## src/sv/mqsb_pkg.sv

```systemverilog
// ----------------------------------------------------------------------------
// mqsb_pkg
// Shared types and constants for the multi-queue shared buffer.
// ----------------------------------------------------------------------------
`default_nettype none

package mqsb_pkg;

    localparam int ENTRIES = 16;
    localparam int QUEUES  = 4;

    localparam int IDX_W    = $clog2(ENTRIES + 1);
    localparam int ENT_AW   = $clog2(ENTRIES);
    localparam int QID_W    = 2;
    localparam int DATA_W   = 32;
    localparam int STATUS_W = 2;

    localparam logic [IDX_W-1:0] NIL_LINK = IDX_W'(ENTRIES);

    localparam logic FUNC_ENQ = 1'b0;
    localparam logic FUNC_DEQ = 1'b1;

    localparam logic [STATUS_W-1:0] STATUS_OK    = 2'd0;
    localparam logic [STATUS_W-1:0] STATUS_FULL  = 2'd1;
    localparam logic [STATUS_W-1:0] STATUS_EMPTY = 2'd2;

    typedef enum logic {
        ST_IDLE,
        ST_EXEC
    } state_t;

    // link value of an entry that was never written since reset
    function automatic logic [IDX_W-1:0] link_reset_val(input logic [ENT_AW-1:0] addr);
        logic [IDX_W-1:0] nxt;
        nxt = IDX_W'(addr) + IDX_W'(1);
        return nxt;
    endfunction

    function automatic logic slot_valid(input logic [IDX_W-1:0] idx);
        return idx < NIL_LINK;
    endfunction

endpackage

`default_nettype wire

```

## src/sv/multi_queue_shared_buffer.sv

```systemverilog
// ----------------------------------------------------------------------------
// multi_queue_shared_buffer
// Several FIFO queues kept as linked lists in one shared entry memory,
// with unused entries chained on a free list.
// ----------------------------------------------------------------------------
// Flow: a request is read from the link and entry memories on transfer and
// written back in the exec state, where its result is registered; in_stall
//   holds off a new request while in exec or while out_stall holds a result.
// Reset: all queues empty, free list 0..ENTRIES-1 in order; link memory
//   reset values come from per-entry written bits, so there is no clearing pass.
`default_nettype none

module multi_queue_shared_buffer
    import mqsb_pkg::*;
(
    input  wire logic                        clk,
    input  wire logic                        rst_n,

    input  wire logic                        in_valid,
    output      logic                        in_stall,
    input  wire logic                        func,
    input  wire logic [QID_W-1:0]            queue_id,
    input  wire logic signed [DATA_W-1:0]    data_in,

    output      logic                        out_valid,
    input  wire logic                        out_stall,
    output      logic signed [DATA_W-1:0]    data_out,
    output      logic [STATUS_W-1:0]         status
);

    state_t state_reg, state_next;

    logic [IDX_W-1:0] head_reg [QUEUES];
    logic [IDX_W-1:0] head_next [QUEUES];
    logic [IDX_W-1:0] tail_reg [QUEUES];
    logic [IDX_W-1:0] tail_next [QUEUES];
    logic [IDX_W-1:0] free_head_reg, free_head_next;

    logic [IDX_W-1:0] link_mem [ENTRIES];
    logic [DATA_W-1:0] entry_mem [ENTRIES];
    logic [ENTRIES-1:0] link_wr_reg;

    logic                     func_reg;
    logic [QID_W-1:0]         q_reg;
    logic                     q_ok_reg;
    logic [DATA_W-1:0]        data_reg;
    logic [IDX_W-1:0]         slot_reg;
    logic [IDX_W-1:0]         link_mem_rd_reg;
    logic                     link_wr_rd_reg;
    logic [DATA_W-1:0]        entry_rd_reg;

    logic                     out_valid_reg, out_valid_next;
    logic signed [DATA_W-1:0] data_out_reg, data_out_next;
    logic [STATUS_W-1:0]      status_reg, status_next;

    logic                     in_xfer;
    logic [IDX_W-1:0]         rd_slot;
    logic [ENT_AW-1:0]        rd_addr;
    logic                     q_ok;
    logic [IDX_W-1:0]         link_rd;

    logic                     link_we;
    logic [ENT_AW-1:0]        link_waddr;
    logic [IDX_W-1:0]         link_wdata;
    logic                     entry_we;

    assign in_stall  = (state_reg == ST_EXEC) || (out_valid_reg && out_stall);
    assign in_xfer   = in_valid && !in_stall;
    assign q_ok      = int'(queue_id) < QUEUES;
    assign rd_slot   = (func == FUNC_DEQ) ? head_reg[queue_id] : free_head_reg;
    assign rd_addr   = rd_slot[ENT_AW-1:0];
    assign link_rd   = link_wr_rd_reg ? link_mem_rd_reg
                                      : link_reset_val(slot_reg[ENT_AW-1:0]);

    assign out_valid = out_valid_reg;
    assign data_out  = data_out_reg;
    assign status    = status_reg;

    always_comb
    begin
        state_next     = state_reg;
        head_next      = head_reg;
        tail_next      = tail_reg;
        free_head_next = free_head_reg;
        out_valid_next = out_valid_reg && out_stall;
        data_out_next  = data_out_reg;
        status_next    = status_reg;
        link_we        = 1'b0;
        link_waddr     = slot_reg[ENT_AW-1:0];
        link_wdata     = free_head_reg;
        entry_we       = 1'b0;

        case (state_reg)
            ST_IDLE:
            begin
                if (in_xfer)
                begin
                    state_next = ST_EXEC;
                end
            end
            ST_EXEC:
            begin
                state_next     = ST_IDLE;
                out_valid_next = 1'b1;
                data_out_next  = '0;
                if (func_reg == FUNC_ENQ)
                begin
                    if (!q_ok_reg || !slot_valid(slot_reg))
                    begin
                        status_next = STATUS_FULL;
                    end
                    else
                    begin
                        status_next    = STATUS_OK;
                        free_head_next = link_rd;
                        entry_we       = 1'b1;
                        if (!slot_valid(head_reg[q_reg]))
                        begin
                            head_next[q_reg] = slot_reg;
                        end
                        else if (slot_valid(tail_reg[q_reg]))
                        begin
                            link_we    = 1'b1;
                            link_waddr = tail_reg[q_reg][ENT_AW-1:0];
                            link_wdata = slot_reg;
                        end
                        tail_next[q_reg] = slot_reg;
                    end
                end
                else
                begin
                    if (!q_ok_reg || !slot_valid(slot_reg))
                    begin
                        status_next = STATUS_EMPTY;
                    end
                    else
                    begin
                        // tail link is stale; the tail entry always ends the list
                        status_next    = STATUS_OK;
                        data_out_next  = entry_rd_reg;
                        free_head_next = slot_reg;
                        link_we        = 1'b1;
                        link_wdata     = free_head_reg;
                        if (slot_reg == tail_reg[q_reg] || !slot_valid(link_rd))
                        begin
                            head_next[q_reg] = NIL_LINK;
                        end
                        else
                        begin
                            head_next[q_reg] = link_rd;
                        end
                    end
                end
            end
            default:
            begin
                state_next = ST_IDLE;
            end
        endcase
    end

    always_ff @(posedge clk or negedge rst_n)
    begin
        if (!rst_n)
        begin
            state_reg      <= ST_IDLE;
            free_head_reg  <= '0;
            out_valid_reg  <= 1'b0;
            link_wr_reg    <= '0;
            link_wr_rd_reg <= 1'b0;
            for (int i = 0; i < QUEUES; i++)
            begin
                head_reg[i] <= NIL_LINK;
                tail_reg[i] <= NIL_LINK;
            end
        end
        else
        begin
            state_reg     <= state_next;
            free_head_reg <= free_head_next;
            out_valid_reg <= out_valid_next;
            head_reg      <= head_next;
            tail_reg      <= tail_next;
            if (link_we)
            begin
                link_wr_reg[link_waddr] <= 1'b1;
            end
            if (in_xfer)
            begin
                link_wr_rd_reg <= link_wr_reg[rd_addr];
            end
        end
    end

    always_ff @(posedge clk)
    begin
        data_out_reg <= data_out_next;
        status_reg   <= status_next;
        if (in_xfer)
        begin
            func_reg <= func;
            q_reg    <= queue_id;
            q_ok_reg <= q_ok;
            data_reg <= data_in;
            slot_reg <= rd_slot;
        end
    end

    always_ff @(posedge clk)
    begin
        if (in_xfer)
        begin
            link_mem_rd_reg <= link_mem[rd_addr];
        end
        if (link_we)
        begin
            link_mem[link_waddr] <= link_wdata;
        end
    end

    always_ff @(posedge clk)
    begin
        if (in_xfer)
        begin
            entry_rd_reg <= entry_mem[rd_addr];
        end
        if (entry_we)
        begin
            entry_mem[slot_reg[ENT_AW-1:0]] <= data_reg;
        end
    end

    a_result_follows: assert property (@(posedge clk) disable iff (!rst_n)
        in_xfer |-> ##2 out_valid)
        else $error("no result two cycles after input transfer");

    a_free_head_range: assert property (@(posedge clk) disable iff (!rst_n)
        free_head_reg <= NIL_LINK)
        else $error("free list head out of range");

    a_error_zero_data: assert property (@(posedge clk) disable iff (!rst_n)
        (out_valid && status != STATUS_OK) |-> data_out == '0)
        else $error("nonzero data on error result");

    a_enq_pops_free: assert property (@(posedge clk) disable iff (!rst_n)
        (state_reg == ST_EXEC && func_reg == FUNC_ENQ && q_ok_reg
         && slot_valid(slot_reg)) |=> free_head_reg != $past(free_head_reg))
        else $error("enqueue did not advance free list");

endmodule

`default_nettype wire

```

## config.mk

```make
export PLATFORM = sky130hd
export DESIGN_NAME = multi_queue_shared_buffer
export DESIGN_NICKNAME = d
export VERILOG_FILES = /design/src/sv/mqsb_pkg.sv /design/src/sv/multi_queue_shared_buffer.sv
export SDC_FILE = /design/constraint.sdc
export NUM_CORES = 1
export LEC_CHECK = 0
export ABC_AREA = 0
export BUFFER_PORTS_ARGS = -buffer_cell sky130_fd_sc_hd__clkbuf_2
export CAP_MARGIN = 15
export CORE_MARGIN = 1.5
export CORE_UTILIZATION = 38
export DETAILED_ROUTE_END_ITERATION = 10
export PLACE_DENSITY = 0.56
export SYNTH_ARGS = -nofsm -noshare
export SYNTH_HDL_FRONTEND = slang
export SYNTH_SLANG_ARGS = --single-unit
```

## constraint.sdc

```tcl
create_clock -name clk -period 8.8 [get_ports clk]
set_clock_uncertainty 0.1 [all_clocks]
set_input_delay 0.44 -clock clk [delete_from_list [all_inputs] [get_ports clk]]
set_output_delay 0.44 -clock clk [all_outputs]
set_load 0.02 [all_outputs]
```

==> out/metrics.csv <==
stage,metric,value,unit
power_and_ir_drop,maximum vdd drop,0.000140,V
logic_synthesis,Syn Nets,1901,
global_route,vias in the first global route,16303,
finish,ratio of cells with drive above 1 in the final layout,0.191,
logic_synthesis,Mean Syn Cell Area,16.6,um2
finish,non-filler instance count after layout,3117,
sta,final hold viol count,0,
cts,worst skew pair latency,640,ps
logic_synthesis,sequential-to-total area share from yosys stat,0.735,
sta,hold_ws,59.1,ps
floorplan,chip width,288,um
setup_path,"Req. time, crit path",8960,ps
finish,register area,22700,um2
cts,post_cts resized,0,
logic_synthesis,Seq cells post-synth,767,
setup_path,Worst Path Buf+Inv,0,
setup_path,Crit path top cell by count,nand2_1,
logic_synthesis,main flop type after synthesis,edfxtp_1,
job,max-cap violation count,0,
sta,"Min Clock Period, post-route",4330,ps
detailed_routing,mean routed wirelength per cell,22.3,um
logic_synthesis,Synth Cell Area,30900,um2
logic_synthesis,Synth Instances,1858,
sta,unrepaired setup endpoints after global routing,false,
cts,Clock Sinks,767,
setup_path,CP endpoint kind,register,
placement,GP Congestion,0.840,
power_and_ir_drop,power density over the cells,268,nW/um2
logic_synthesis,asr flop ratio synth,0.0834,
cts,CTS buffer count,84,
finish,FILL cells,7003,
logic_synthesis,Post-synth EDFFs,703,
min_path,Hold Crit Class,in2reg,
setup_path,Top Family by Delay on Critical Path,simple AND/OR/NAND/NOR gates,
sta,Slew @ Worst Pin,1050,ps
cts,Clock Path Buffers,3,
placement,count of input and output buffers,74,
setup_path,Startpoint Class,register,
detailed_routing,Remaining DRCs,0,
placement,Placed Cells,2927,
logic_synthesis,"top cells by area, synth","edfxtp_1 68%, mux2i_1 10%, dfrtp_1 4.5%, mux2_2 3.4%, nand2_1 1.7%",
setup_path,crit-path cells,nand2b_1 > nor2_1 > nand2_1 > mux2i_1 > nand2_1 > nor3_1,
floorplan,Starting Density,0.384,
detailed_routing,initial DRC count,1051,
finish,n_diodes,0,
sta,setup_tns,0,ps
placement,Final HPWL DP,35800,um
sta,fmax,0.231,GHz
cts,CTS H-Tree Depth,3,
detailed_routing,Via Count,16184,
sta,Max Transition Viols Final,0,
setup_path,Worst Path Arrival,4490,ps
sta,Max-slew headroom,0.298,
logic_synthesis,Synth Warn #,0,
logic_synthesis,synth unique cells,51,
floorplan,core area,80500,um2
floorplan,Die Y,288,um
setup_path,worst-path maximum fanout,14,
global_route,initial antenna violation count,1,
cts,CTS tree,yes,
global_route,largest net degree at the start of global routing,154,
global_route,total gr overflow,0,
detailed_routing,"antenna viol nets, final",0,
cts,buffer type at the clock tree root,clkbuf_16,
setup_path,WS Path Type,reg2reg,
finish,nets@finish,2031,
finish,multi-input logic area,7890,um2
global_route,first-pass GRT wire length,104000,um
setup_path,R2R Setup Slk,4470,ps
detailed_routing,total wire length,69400,um
logic_synthesis,Synth area leader,edfxtp_1,
run_status,status,completed,
floorplan,FP Rows,104,
setup_path,max incr delay on CP,760,ps
logic_synthesis,post-synth top area share,0.683,
detailed_routing,Via density,5.19,
global_route,global-route total usage across every layer,0.168,
floorplan,DIE AREA,83100,um2
sta,final setup fails,0,
floorplan,I/O pin total,75,
setup_path,slowest CP cell,mux2i_1,
detailed_routing,drt pass-1 iters,5,
finish,Area Overhead vs Synth,15.7,%
sta,period utilization,0.492,
finish,max reg flops,512,
cts,clk slew on worst S/H paths,50,ps
power_and_ir_drop,Leak Pwr,11.8,nW
[layer usage]
layer,part of all wire,track usage,vias to the layer above
met5,0,0,-
met4,0.021,0.0474,0
met3,0.033,0.0245,114
met2,0.49,0.280,290
met1,0.46,0.231,8305
li1,-,-,7475
[report_power, final]
group          internal, mW  leakage (nW)  total [mW]  switching (mW)
logic                 0.674          3.28        1.67           0.992
registers              4.27          7.20        4.42           0.153
clock network          2.08          1.34        3.49            1.41
total                  7.03          11.8        9.58            2.56
[cell usage after synthesis (3+ instances only)]
| cell | number |
|---|---|
| a21o_1 | 7 |
| nand2b_1 | 6 |
| mux2_2 | 93 |
| mux2i_1 | 308 |
| o21bai_1 | 4 |
| nor2_1 | 55 |
| o21ai_0 | 88 |
| a31oi_1 | 3 |
| a31o_2 | 3 |
| mux4_2 | 7 |
| xnor2_1 | 4 |
| inv_1 | 12 |
| ha_1 | 4 |
| nand2_4 | 4 |
| buf_1 | 7 |
| nor3_1 | 13 |
| nor2b_1 | 7 |
| nand2_1 | 140 |
| o2111ai_1 | 5 |
| dfrtp_1 | 56 |
| o211ai_1 | 29 |
| a21oi_1 | 14 |
| clkbuf_1 | 52 |
| nand3_1 | 22 |
| dfstp_2 | 8 |
| edfxtp_1 | 703 |
| mux2_4 | 16 |
| buf_2 | 40 |
| mux4_1 | 3 |
| and2_1 | 46 |
| a22oi_1 | 37 |
| o221ai_1 | 39 |
| or2_2 | 3 |
[metrics by stage]
| step | instance area, um2 | setup WS, ps | power [mW] | utilization |
|---|---|---|---|---|
| after floorplan | 30900 | 4130 | 5.65 | - |
| after global placement | 32700 | 4580 | 6.14 | 0.405 |
| after detailed placement | 32700 | 4430 | 6.17 | 0.405 |
| after CTS | 35800 | 4540 | 9.70 | 0.444 |
| after global routing | 35800 | 4100 | 9.98 | 0.444 |
| final | 35800 | 4470 | 9.58 | 0.444 |
[worst paths after layout]
kind / start / to / cells past startpoint
max reg2reg: slot_reg[4] / link_mem[3][3] / 6
max: slot_reg[4] / link_mem[3][3] / 6
min in group asynchronous: rst_n / head_reg[0] / 3
max in group asynchronous: rst_n / state_reg / 3
min: func / func_reg / 1
min reg2reg: link_wr_reg[13] / link_wr_reg[13] / 1
[cell type report]
class | instances | area share
clock buffers | 107 | 0.0618
clock inverters | 48 | 0.0156
inverters | 13 | 0.00136
multi-input cells | 978 | 0.221
flip-flops and latches | 767 | 0.635
well taps | 1060 | 0.0371
repair buffers | 144 | 0.0285
[layout by cell type, fill, tap and decap left out, types with 35 or more instances in the layout]
| cell type | synthesis | final |
|---|---|---|
| o221ai_1 | 39 | 37 |
| clkbuf_16 | 0 | 85 |
| dlygate4sd3_1 | 0 | 35 |
| a22oi_1 | 37 | 37 |
| nor2_1 | 55 | 41 |
| and2_1 | 46 | 44 |
| o21ai_0 | 88 | 88 |
| mux2_2 | 93 | 93 |
| mux2i_1 | 308 | 308 |
| clkbuf_2 | 0 | 73 |
| dfrtp_1 | 56 | 55 |
| nand2_1 | 140 | 139 |
| edfxtp_1 | 703 | 703 |
[what timing repair did]
action / 4_1_cts / 5_1_grt
hold buffers: 35 / 0
buffers inserted: 0 / 0
hold endpoints to repair: 90 / 0
[logic make-up (layout without fill, tap and decap cells)]
family,after synthesis,count (layout),share of synthesized area
xor+xnor,7,7,0.00223
flops,767,767,0.735
simple gates,302,302,0.0450
fa+ha+maj,4,4,0.00162
mux,428,428,0.150
buf+inv,113,312,0.0156
compound gates,237,237,0.0513
Power figures use the tool's default switching activity.
